===== src/sv/fncc_pkg.sv =====
// ----------------------------------------------------------------------------
// fncc_pkg
// Shared constants and types of the framed normalized cross-correlation unit.
// ----------------------------------------------------------------------------
package fncc_pkg;

   localparam int SAMPLE_BITS_DEFAULT = 16;
   localparam int COUNT_BITS_DEFAULT  = 16;

   localparam int ACC_BITS   = 48;
   localparam int CFG_BITS   = 16;
   localparam int OUT_BITS   = 16;
   localparam int WIDE_BITS  = 128;
   localparam int QUOT_BITS  = 15;
   localparam int SQ_BITS    = 2 * QUOT_BITS;

   localparam logic [CFG_BITS-1:0] FRAME_LENGTH_RESET = CFG_BITS'(22050);
   localparam logic [SQ_BITS-1:0]  FULL_SCALE_SQ      = SQ_BITS'(32767 * 32767);

   typedef struct packed {
      logic [ACC_BITS-1:0] cross_sum;
      logic [ACC_BITS-1:0] reference_energy;
      logic [ACC_BITS-1:0] response_energy;
   } frame_type;

endpackage


===== src/sv/fncc_if.sv =====
// ----------------------------------------------------------------------------
// fncc channel interfaces
// Sample pair channel and correlation result channel, valid/ready.
// ----------------------------------------------------------------------------
interface fncc_req_if #(parameter int SAMPLE_BITS = fncc_pkg::SAMPLE_BITS_DEFAULT);
   logic                          valid;
   logic                          ready;
   logic signed [SAMPLE_BITS-1:0] reference_sample;
   logic signed [SAMPLE_BITS-1:0] response_sample;
   logic                          first_sample;

   modport source (output valid, reference_sample, response_sample, first_sample,
                   input ready);
   modport sink   (input valid, reference_sample, response_sample, first_sample,
                   output ready);
endinterface

interface fncc_rsp_if;
   logic                                    valid;
   logic                                    ready;
   logic signed [fncc_pkg::OUT_BITS-1:0]    correlation;

   modport source (output valid, correlation, input ready);
   modport sink   (input valid, correlation, output ready);
endinterface


===== src/sv/fncc_front.sv =====
// ----------------------------------------------------------------------------
// fncc_front
// Accepts sample pairs, accumulates cross and energy sums, counts the frame
// and hands completed frame sums to the queue.
// ----------------------------------------------------------------------------
module fncc_front #(
   parameter int SAMPLE_BITS = fncc_pkg::SAMPLE_BITS_DEFAULT,
   parameter int COUNT_BITS  = fncc_pkg::COUNT_BITS_DEFAULT
) (
   input  logic                          clock,
   input  logic                          reset,
   input  logic                          csr_write_enable,
   input  logic [fncc_pkg::CFG_BITS-1:0] csr_write_data,
   fncc_req_if.sink                      req_ch,
   output logic                          push_valid,
   input  logic                          push_ready,
   output fncc_pkg::frame_type           push_data
);

   localparam int PROD_BITS = 2 * SAMPLE_BITS;

   logic [fncc_pkg::CFG_BITS-1:0]       frame_length_ff;
   logic [fncc_pkg::ACC_BITS-1:0]       cross_ff, cross_in;
   logic [fncc_pkg::ACC_BITS-1:0]       ref_e_ff, ref_e_in;
   logic [fncc_pkg::ACC_BITS-1:0]       rsp_e_ff, rsp_e_in;
   logic [COUNT_BITS-1:0]               pairs_ff, pairs_in;

   logic signed [PROD_BITS-1:0]         prod_ab, prod_aa, prod_bb;
   logic [fncc_pkg::ACC_BITS-1:0]       sum_cross, sum_ref, sum_rsp;
   logic [COUNT_BITS+fncc_pkg::CFG_BITS-1:0] fl_ext;
   logic [COUNT_BITS-1:0]               len_bits;
   logic [COUNT_BITS:0]                 len, count;
   logic                                accept, frame_end;

   assign req_ch.ready = push_ready;
   assign accept       = req_ch.valid && req_ch.ready;

   assign prod_ab = req_ch.reference_sample * req_ch.response_sample;
   assign prod_aa = req_ch.reference_sample * req_ch.reference_sample;
   assign prod_bb = req_ch.response_sample * req_ch.response_sample;

   assign fl_ext   = {{COUNT_BITS{1'b0}}, frame_length_ff};
   assign len_bits = fl_ext[COUNT_BITS-1:0];
   assign len      = (len_bits == '0) ? {1'b1, {COUNT_BITS{1'b0}}} : {1'b0, len_bits};

   always_comb begin
      if (req_ch.first_sample) begin
         sum_cross = fncc_pkg::ACC_BITS'(prod_ab);
         sum_ref   = fncc_pkg::ACC_BITS'(prod_aa);
         sum_rsp   = fncc_pkg::ACC_BITS'(prod_bb);
         count     = (COUNT_BITS+1)'(1);
      end else begin
         sum_cross = cross_ff + fncc_pkg::ACC_BITS'(prod_ab);
         sum_ref   = ref_e_ff + fncc_pkg::ACC_BITS'(prod_aa);
         sum_rsp   = rsp_e_ff + fncc_pkg::ACC_BITS'(prod_bb);
         count     = {1'b0, pairs_ff} + (COUNT_BITS+1)'(1);
      end
      frame_end = (count >= len);
   end

   always_comb begin
      cross_in = cross_ff;
      ref_e_in = ref_e_ff;
      rsp_e_in = rsp_e_ff;
      pairs_in = pairs_ff;
      if (accept) begin
         if (frame_end) begin
            cross_in = '0;
            ref_e_in = '0;
            rsp_e_in = '0;
            pairs_in = '0;
         end else begin
            cross_in = sum_cross;
            ref_e_in = sum_ref;
            rsp_e_in = sum_rsp;
            pairs_in = count[COUNT_BITS-1:0];
         end
      end
   end

   assign push_valid                 = accept && frame_end;
   assign push_data.cross_sum        = sum_cross;
   assign push_data.reference_energy = sum_ref;
   assign push_data.response_energy  = sum_rsp;

   always_ff @(posedge clock) begin
      if (reset) begin
         frame_length_ff <= fncc_pkg::FRAME_LENGTH_RESET;
         cross_ff        <= '0;
         ref_e_ff        <= '0;
         rsp_e_ff        <= '0;
         pairs_ff        <= '0;
      end else begin
         if (csr_write_enable) begin
            frame_length_ff <= csr_write_data;
         end
         cross_ff <= cross_in;
         ref_e_ff <= ref_e_in;
         rsp_e_ff <= rsp_e_in;
         pairs_ff <= pairs_in;
      end
   end

   a_push_room: assert property (@(posedge clock) disable iff (reset)
      push_valid |-> push_ready) else $error("frame pushed into full queue");

   a_count_advance: assert property (@(posedge clock) disable iff (reset)
      (accept && !frame_end) |=> (pairs_ff != '0))
      else $error("pair count not advanced inside frame");

   a_clear_after_end: assert property (@(posedge clock) disable iff (reset)
      push_valid |=> (pairs_ff == '0 && cross_ff == '0))
      else $error("sums not cleared after frame end");

endmodule


===== src/sv/fncc_queue.sv =====
// ----------------------------------------------------------------------------
// fncc_queue
// Two-entry queue of completed frame sums between front and back.
// ----------------------------------------------------------------------------
module fncc_queue (
   input  logic                clock,
   input  logic                reset,
   input  logic                push_valid,
   output logic                push_ready,
   input  fncc_pkg::frame_type push_data,
   output logic                pop_valid,
   input  logic                pop_ready,
   output fncc_pkg::frame_type pop_data
);

   fncc_pkg::frame_type entry_ff [2];
   logic                wr_ptr_ff, wr_ptr_in;
   logic                rd_ptr_ff, rd_ptr_in;
   logic [1:0]          count_ff, count_in;
   logic                push, pop;

   assign push_ready = (count_ff != 2'd2);
   assign pop_valid  = (count_ff != 2'd0);
   assign pop_data   = entry_ff[rd_ptr_ff];
   assign push       = push_valid && push_ready;
   assign pop        = pop_valid && pop_ready;

   always_comb begin
      wr_ptr_in = push ? ~wr_ptr_ff : wr_ptr_ff;
      rd_ptr_in = pop ? ~rd_ptr_ff : rd_ptr_ff;
      count_in  = count_ff + {1'b0, push} - {1'b0, pop};
   end

   always_ff @(posedge clock) begin
      if (push) begin
         entry_ff[wr_ptr_ff] <= push_data;
      end
   end

   always_ff @(posedge clock) begin
      if (reset) begin
         wr_ptr_ff <= 1'b0;
         rd_ptr_ff <= 1'b0;
         count_ff  <= 2'd0;
      end else begin
         wr_ptr_ff <= wr_ptr_in;
         rd_ptr_ff <= rd_ptr_in;
         count_ff  <= count_in;
      end
   end

   a_count_range: assert property (@(posedge clock) disable iff (reset)
      count_ff != 2'd3) else $error("queue count out of range");

   a_ptr_match: assert property (@(posedge clock) disable iff (reset)
      (count_ff == 2'd1) |-> (wr_ptr_ff != rd_ptr_ff))
      else $error("queue pointers disagree with count");

   a_ptr_full_empty: assert property (@(posedge clock) disable iff (reset)
      (count_ff != 2'd1) |-> (wr_ptr_ff == rd_ptr_ff))
      else $error("queue pointers disagree with count");

endmodule


===== src/sv/fncc_back.sv =====
// ----------------------------------------------------------------------------
// fncc_back
// Turns frame sums into the scaled correlation: shift-add multiplier for
// S*R, |x|^2 and the full-scale bound, then a 15-step restoring search.
// ----------------------------------------------------------------------------
module fncc_back (
   input  logic                clock,
   input  logic                reset,
   input  logic                pop_valid,
   output logic                pop_ready,
   input  fncc_pkg::frame_type pop_data,
   fncc_rsp_if.source          rsp_ch
);

   localparam logic [2:0] S_IDLE = 3'd0;
   localparam logic [2:0] S_MSR  = 3'd1;
   localparam logic [2:0] S_MM   = 3'd2;
   localparam logic [2:0] S_ML   = 3'd3;
   localparam logic [2:0] S_MT   = 3'd4;

   localparam int W  = fncc_pkg::WIDE_BITS;
   localparam int AB = fncc_pkg::ACC_BITS;
   localparam int QB = fncc_pkg::QUOT_BITS;
   localparam int OB = fncc_pkg::OUT_BITS;

   logic [2:0]        state_ff, state_in;
   logic [W-1:0]      mul_a_ff, mul_a_in;
   logic [AB-1:0]     mul_b_ff, mul_b_in;
   logic [W-1:0]      mul_acc_ff, mul_acc_in;
   logic [W-1:0]      sr_ff, sr_in;
   logic [W-1:0]      lim_ff, lim_in;
   logic [AB-1:0]     mag_ff, mag_in;
   logic              neg_ff, neg_in;
   logic [QB-1:0]     q_ff, q_in;
   logic [3:0]        bit_ff, bit_in;
   logic              rsp_valid_ff, rsp_valid_in;
   logic [OB-1:0]     corr_ff, corr_in;

   logic              pop;
   logic              mul_done;
   logic [QB-1:0]     t_cur, t_next, q_upd;
   logic [3:0]        bit_next;
   logic [fncc_pkg::SQ_BITS-1:0] tt_next;
   logic [AB-1:0]     neg_cross;

   assign pop_ready = (state_ff == S_IDLE) && !rsp_valid_ff;
   assign pop       = pop_valid && pop_ready;
   assign mul_done  = (mul_b_ff == '0);
   assign neg_cross = '0 - pop_data.cross_sum;

   assign rsp_ch.valid       = rsp_valid_ff;
   assign rsp_ch.correlation = corr_ff;

   always_comb begin
      t_cur    = q_ff | (QB'(1) << bit_ff);
      q_upd    = (mul_acc_ff <= lim_ff) ? t_cur : q_ff;
      bit_next = bit_ff - 4'd1;
      t_next   = q_upd | (QB'(1) << bit_next);
      tt_next  = t_next * t_next;
   end

   always_comb begin
      state_in     = state_ff;
      mul_a_in     = mul_a_ff;
      mul_b_in     = mul_b_ff;
      mul_acc_in   = mul_acc_ff;
      sr_in        = sr_ff;
      lim_in       = lim_ff;
      mag_in       = mag_ff;
      neg_in       = neg_ff;
      q_in         = q_ff;
      bit_in       = bit_ff;
      rsp_valid_in = rsp_valid_ff;
      corr_in      = corr_ff;

      if (rsp_valid_ff && rsp_ch.ready) begin
         rsp_valid_in = 1'b0;
      end

      if (state_ff != S_IDLE && !mul_done) begin
         if (mul_b_ff[0]) begin
            mul_acc_in = mul_acc_ff + mul_a_ff;
         end
         mul_a_in = {mul_a_ff[W-2:0], 1'b0};
         mul_b_in = {1'b0, mul_b_ff[AB-1:1]};
      end else begin
         unique case (state_ff)
            S_IDLE: begin
               if (pop) begin
                  neg_in = pop_data.cross_sum[AB-1];
                  mag_in = pop_data.cross_sum[AB-1] ? neg_cross : pop_data.cross_sum;
                  if (pop_data.reference_energy == '0 || pop_data.response_energy == '0) begin
                     rsp_valid_in = 1'b1;
                     corr_in      = '0;
                  end else begin
                     mul_a_in   = W'(pop_data.reference_energy);
                     mul_b_in   = pop_data.response_energy;
                     mul_acc_in = '0;
                     state_in   = S_MSR;
                  end
               end
            end
            S_MSR: begin
               sr_in      = mul_acc_ff;
               mul_a_in   = W'(mag_ff);
               mul_b_in   = mag_ff;
               mul_acc_in = '0;
               state_in   = S_MM;
            end
            S_MM: begin
               mul_a_in   = mul_acc_ff;
               mul_b_in   = AB'(fncc_pkg::FULL_SCALE_SQ);
               mul_acc_in = '0;
               state_in   = S_ML;
            end
            S_ML: begin
               lim_in     = mul_acc_ff;
               q_in       = '0;
               bit_in     = 4'(QB - 1);
               mul_a_in   = sr_ff;
               mul_b_in   = AB'(fncc_pkg::SQ_BITS'(1 << (2 * (QB - 1))));
               mul_acc_in = '0;
               state_in   = S_MT;
            end
            S_MT: begin
               q_in = q_upd;
               if (bit_ff == 4'd0) begin
                  rsp_valid_in = 1'b1;
                  corr_in      = neg_ff ? ('0 - OB'(q_upd)) : OB'(q_upd);
                  state_in     = S_IDLE;
               end else begin
                  bit_in     = bit_next;
                  mul_a_in   = sr_ff;
                  mul_b_in   = AB'(tt_next);
                  mul_acc_in = '0;
               end
            end
            default: begin
               state_in = S_IDLE;
            end
         endcase
      end
   end

   always_ff @(posedge clock) begin
      mul_a_ff   <= mul_a_in;
      mul_b_ff   <= mul_b_in;
      mul_acc_ff <= mul_acc_in;
      sr_ff      <= sr_in;
      lim_ff     <= lim_in;
      mag_ff     <= mag_in;
      neg_ff     <= neg_in;
      q_ff       <= q_in;
      bit_ff     <= bit_in;
      corr_ff    <= corr_in;
   end

   always_ff @(posedge clock) begin
      if (reset) begin
         state_ff     <= S_IDLE;
         rsp_valid_ff <= 1'b0;
      end else begin
         state_ff     <= state_in;
         rsp_valid_ff <= rsp_valid_in;
      end
   end

   a_pop_slot_free: assert property (@(posedge clock) disable iff (reset)
      pop |-> !rsp_valid_ff) else $error("frame taken while result slot busy");

   a_pop_progress: assert property (@(posedge clock) disable iff (reset)
      pop |=> (state_ff != S_IDLE || rsp_valid_ff))
      else $error("frame dropped after pop");

   a_bit_range: assert property (@(posedge clock) disable iff (reset)
      (state_ff == S_MT) |-> (bit_ff <= 4'(QB - 1)))
      else $error("search bit index out of range");

   a_no_result_while_busy: assert property (@(posedge clock) disable iff (reset)
      (state_ff != S_IDLE) |-> !rsp_valid_ff)
      else $error("result pending during computation");

endmodule


===== src/sv/framed_normalized_cross_correlation_unit.sv =====
// Path: a frame with a zero energy sum gets a zero result without any multiply; otherwise
//   the serial multiplier forms R*S, |x|^2 and the full-scale bound, then runs 15 search
//   steps of one multiply each, from the last pair of a frame to its result.
// Throughput: one sample pair per cycle while the queue has room; one result per frame, frames back to back
//   limited by the back end's serial multiplier, which takes a new frame only when idle with no result pending.
// Reset: clears the sums, pair count and queue; frame_length returns to 22050.
// ----------------------------------------------------------------------------
// framed_normalized_cross_correlation_unit
// Framed zero-lag normalized cross-correlation, scaled by 32767.
// ----------------------------------------------------------------------------
module framed_normalized_cross_correlation_unit #(
   parameter int SAMPLE_BITS = fncc_pkg::SAMPLE_BITS_DEFAULT,
   parameter int COUNT_BITS  = fncc_pkg::COUNT_BITS_DEFAULT
) (
   input  logic                          clock,
   input  logic                          reset,
   input  logic                          csr_write_enable,
   input  logic [fncc_pkg::CFG_BITS-1:0] csr_write_data,
   fncc_req_if.sink                      req_ch,
   fncc_rsp_if.source                    rsp_ch
);

   logic                push_valid, push_ready;
   logic                pop_valid, pop_ready;
   fncc_pkg::frame_type push_data, pop_data;

   fncc_front #(
      .SAMPLE_BITS (SAMPLE_BITS),
      .COUNT_BITS  (COUNT_BITS)
   ) u_front (
      .clock            (clock),
      .reset            (reset),
      .csr_write_enable (csr_write_enable),
      .csr_write_data   (csr_write_data),
      .req_ch           (req_ch),
      .push_valid       (push_valid),
      .push_ready       (push_ready),
      .push_data        (push_data)
   );

   fncc_queue u_queue (
      .clock      (clock),
      .reset      (reset),
      .push_valid (push_valid),
      .push_ready (push_ready),
      .push_data  (push_data),
      .pop_valid  (pop_valid),
      .pop_ready  (pop_ready),
      .pop_data   (pop_data)
   );

   fncc_back u_back (
      .clock     (clock),
      .reset     (reset),
      .pop_valid (pop_valid),
      .pop_ready (pop_ready),
      .pop_data  (pop_data),
      .rsp_ch    (rsp_ch)
   );

endmodule


===== src/flat_wrapper.sv =====
// flat-port wrapper written by rule: the top's interface ports become plain ports
module framed_normalized_cross_correlation_unit_flat 
#(
   parameter int SAMPLE_BITS = fncc_pkg::SAMPLE_BITS_DEFAULT,
   parameter int COUNT_BITS  = fncc_pkg::COUNT_BITS_DEFAULT
)
  (clock, reset, csr_write_enable, csr_write_data, req_ch_valid, req_ch_reference_sample, req_ch_response_sample, req_ch_first_sample, req_ch_ready, rsp_ch_valid, rsp_ch_correlation, rsp_ch_ready);
  fncc_req_if #(.SAMPLE_BITS(SAMPLE_BITS)) req_ch_i ();
  fncc_rsp_if rsp_ch_i ();
  input  logic clock;
  input  logic reset;
  input  logic csr_write_enable;
  input  logic [fncc_pkg::CFG_BITS-1:0] csr_write_data;
  input wire logic [$bits(req_ch_i.valid)-1:0] req_ch_valid;
  input wire logic [$bits(req_ch_i.reference_sample)-1:0] req_ch_reference_sample;
  input wire logic [$bits(req_ch_i.response_sample)-1:0] req_ch_response_sample;
  input wire logic [$bits(req_ch_i.first_sample)-1:0] req_ch_first_sample;
  output wire logic [$bits(req_ch_i.ready)-1:0] req_ch_ready;
  output wire logic [$bits(rsp_ch_i.valid)-1:0] rsp_ch_valid;
  output wire logic [$bits(rsp_ch_i.correlation)-1:0] rsp_ch_correlation;
  input wire logic [$bits(rsp_ch_i.ready)-1:0] rsp_ch_ready;
  assign req_ch_i.valid = req_ch_valid;
  assign req_ch_i.reference_sample = req_ch_reference_sample;
  assign req_ch_i.response_sample = req_ch_response_sample;
  assign req_ch_i.first_sample = req_ch_first_sample;
  assign req_ch_ready = req_ch_i.ready;
  assign rsp_ch_valid = rsp_ch_i.valid;
  assign rsp_ch_correlation = rsp_ch_i.correlation;
  assign rsp_ch_i.ready = rsp_ch_ready;
  framed_normalized_cross_correlation_unit #(.SAMPLE_BITS(SAMPLE_BITS), .COUNT_BITS(COUNT_BITS)) u_core (.clock(clock), .reset(reset), .csr_write_enable(csr_write_enable), .csr_write_data(csr_write_data), .req_ch(req_ch_i), .rsp_ch(rsp_ch_i));
endmodule

===== config.mk =====
export PLATFORM = sky130hd
export DESIGN_NAME = framed_normalized_cross_correlation_unit_flat
export DESIGN_NICKNAME = d
export VERILOG_FILES = /design/src/sv/fncc_pkg.sv /design/src/sv/fncc_if.sv /design/src/sv/fncc_front.sv /design/src/sv/fncc_queue.sv /design/src/sv/fncc_back.sv /design/src/sv/framed_normalized_cross_correlation_unit.sv /design/src/flat_wrapper.sv
export SDC_FILE = /design/constraint.sdc
export NUM_CORES = 2
export LEC_CHECK = 0
export BUFFER_PORTS_ARGS = -buffer_cell sky130_fd_sc_hd__buf_2
export CAP_MARGIN = 5
export CORE_ASPECT_RATIO = 2
export CORE_MARGIN = 4
export CORE_UTILIZATION = 30
export DETAILED_ROUTE_END_ITERATION = 7
export PLACE_DENSITY_LB_ADDON = 0.12
export SLEW_MARGIN = 0
export SYNTH_ARGS = -nofsm -noshare
export SYNTH_HDL_FRONTEND = slang
export SYNTH_SLANG_ARGS = --single-unit

===== constraint.sdc =====
create_clock -name clock -period 16.5 [get_ports clock]
set_clock_uncertainty 0.2 [all_clocks]
set_input_delay 3.3 -clock clock [delete_from_list [all_inputs] [get_ports clock]]
set_output_delay 3.3 -clock clock [all_outputs]
set_load 0.02 [all_outputs]

==> reports/metrics.cfg <==
[final_layout]
area_delta_synth_final_pct=8.67
finalNonFillerCells=14300
post_route_cells_drive_above_1_share=0.0627
fillers=33800
nets=11600

[sta]
relSlewSlack=0.178
rsz0062_at_grt=no
holdWs_ns=0.259
finalCritPeriodShare=0.829
max_freq_mhz=73.1
setup_viol=0
setup_tns_ns=0
maxSlewViolCount=0
max_slew.worst_pin.slew_ns=1.23
post-route-min-period_ns=13.68
worst_slack_ns=2.82
finalHoldViolCount=0

[yosys]
ys_types=119
syn_inst=10100
ys.flop_type=edfxtp_1
ys_seq_area_frac=0.320
syn_area_sq_mm=0.0991
ys_ff_latch=1117
synth_warnings=0
avgSynthCellArea_sq_um=9.85
synthesis.nets=11800
async_flop_share=0
synth-edff-count=930

[cts]
post_cts_resized=0
cts_setup_buffers=0
cts_hold_buf=0
clk_pin_slew_worst_paths_ns=0.07
cts_tree=built
clock-sinks=1117
clk_latency_ns=0.79
root_buffer=clkbuf_16
cts_max_path_buffers=3
h-tree-depth=3
cts_buffers=111

[floorplanning]
die_h_microns=821
die-area_sq_mm=0.340
die_x_microns=414
initial_core_util=0.301
row_count=298
coreArea_sq_mm=0.329
ios=72

[route]
wire_per_inst_microns=23.1
drcViolationCount=0
drt-initial-drc-count=3627
dr.pass1.iters=7
num_vias=72100
ant_nets=0
wl_mm=331
vias_per_cell=5.04

[place]
placedCellCount=14100
dp_hpwl_mm=262
place.gp.congestion=0.891
port_buffers=71
post-place-ws_ns=2.06

[worst_setup_path]
reg2reg_from=u_core.u_back.mul_acc_ff[125]
critPathSlowestCell=xnor2_2
critical_path.max_stage_delay_ns=0.95
reg2reg_to=u_core.u_back.mul_b_ff[29]
cpMostUsedCell=fa_1
r2r_cells=37
critical_path_depth=33
arrival_ns=13.99
crit_family=adder cells
worstSetupPathType=primary input to flip-flop
worst_setup_path_end_kind=flip-flop
crit_required_ns=16.81
r2r_setup_slack_ns=4.65
critPathBufInv=4
path_max_fanout=27
crit_path_start_kind=primary input

[grt]
grt_pass1_vias=78600
grt_max_degree=177
grtUsageTotal=0.192
antenna_found_initial=7
grt.overflow.total=0
grt_pass1_wl_mm=495

[worst_hold_path]
hold_class=flip-flop to flip-flop
min_to=u_core.u_front.rsp_e_ff[7]
min_from=u_core.u_front.rsp_e_ff[7]
hold_depth=2

[run]
max_cap_violations=0

[run_status]
status=completed

[layer usage]
layer  GRT usage  part of all wire  wire length, microns  vias up
li1            -                 -                     -    34000
met1       0.181              0.34                111000    36400
met2       0.399              0.58                193000     1144
met3      0.0120             0.018                  6040      552
met4       0.108             0.064                 21000        4
met5           0          0.000063                    21        -
[kinds of logic after synthesis]
kind of cell,Yosys count,synth area share
simple gates,2632,0.122
compound gates,2109,0.137
xor+xnor,471,0.0419
mux,282,0.0358
buf+inv,1802,0.0692
flops,1117,0.320
fa+ha+maj,1646,0.274
[through the flow]
stage,instance area (sq um),utilization
finish,108000,0.327
global route,108000,0.327
CTS,108000,0.327
global placement,104000,0.315
floorplan,99100,-
detailed placement,104000,0.315
[cells in the final DEF (no fill, tap or decap), types with 53 or more instances in the layout]
cell type     n
nor2_1      882
and2_1      204
o21bai_1     73
a22oi_1     129
xnor2_1     278
o21a_1       53
buf_4        76
nor4_1       62
fa_1        879
edfxtp_1    930
nand2b_1     95
o21ai_0     357
xor2_1      190
a31oi_1      72
inv_1      1328
mux2_2      101
dfxtp_1     185
nand3_1     125
nand4_1     131
nand2_1     805
buf_2        69
mux2i_1     132
ha_1        767
a21o_1      251
nor2b_1      58
a21oi_1     728
nor3_1       85
clkbuf_16   115
[state kept, by name (all words and copies together), names as in the netlist, 48 cells and up, named ones only]
name                      count
u_core.u_queue.entry_ff     288
u_core.u_front.cross_ff      48
u_core.u_back.mul_acc_ff    128
u_core.u_back.mag_ff         48
u_core.u_front.ref_e_ff      48
u_core.u_back.mul_a_ff      128
u_core.u_back.mul_b_ff       48
u_core.u_back.sr_ff         128
u_core.u_front.rsp_e_ff      48
u_core.u_back.lim_ff        128
[synth_stat cells, types with 14 or more instances]
master,count,area share
mux2_2,101,0.011
o21ai_0,358,0.018
a21oi_2,14,0.0012
or2_2,25,0.0016
nor3_1,87,0.0044
inv_1,1331,0.050
ha_1,767,0.097
a22oi_1,129,0.0098
nand4_1,131,0.0083
dfxtp_1,187,0.038
a221o_1,23,0.0023
xnor2_1,279,0.025
nor2b_1,58,0.0037
and2_1,205,0.013
a31oi_1,73,0.0046
mux2i_1,133,0.013
a21oi_1,729,0.037
buf_2,22,0.0011
o211ai_1,39,0.0030
a31o_2,14,0.0012
nand2_1,809,0.031
nand3_1,125,0.0063
nor2_1,892,0.034
o21a_1,53,0.0040
o21bai_1,73,0.0055
clkbuf_1,389,0.015
o22ai_1,16,0.0010
edfxtp_1,930,0.28
nand2b_1,95,0.0060
and4_1,20,0.0018
o21ai_1,27,0.0014
buf_1,33,0.0013
nor4_1,63,0.0040
xor2_1,190,0.017
fa_1,879,0.18
a21o_1,251,0.019
a22o_1,52,0.0046
a211oi_1,50,0.0038
a211o_1,14,0.0012
and3_1,46,0.0029
mux4_2,48,0.011
or3_1,27,0.0017
o31ai_1,27,0.0020
[worst reg2reg max path: cells and delay by family (launching register included)]
family	cells	cell delay, ns
buffers and inverters	7	1.00
DFF	1	0.48
xor gates and xnor gates	1	0.18
and+or+nand+nor	8	2.60
AOI/OAI and AO/OA	13	3.31
adders and majority gates	8	3.82
[final cells by class]
class	count	area, sq um	area share
Clock inverter	63	743	0.00690
Tap cell	4350	5440	0.0506
Inverter	1343	5040	0.0468
Clock buffer	142	3020	0.0280
Timing Repair Buffer	149	987	0.00917
Sequential cell	1117	31700	0.294
Multi-Input combinational cell	7140	60700	0.564
Antenna cell	15	37.5	0.000349
[worst max-delay path by stage]
stage	start	to
final	req_ch_response_sample[3]	u_core.u_queue.entry_ff[1][142]
after global routing	req_ch_response_sample[3]	u_core.u_queue.entry_ff[1][142]
after CTS	req_ch_response_sample[3]	u_core.u_queue.entry_ff[0][142]
after detailed placement	req_ch_response_sample[3]	u_core.u_queue.entry_ff[1][142]
after global placement	req_ch_response_sample[3]	u_core.u_queue.entry_ff[0][142]
after floorplan	req_ch_response_sample[2]	u_core.u_front.rsp_e_ff[47]
Power is left out: the tool's default activity adds up to more than one toggle a clock period on the data nets, which glitch-free logic cannot reach.
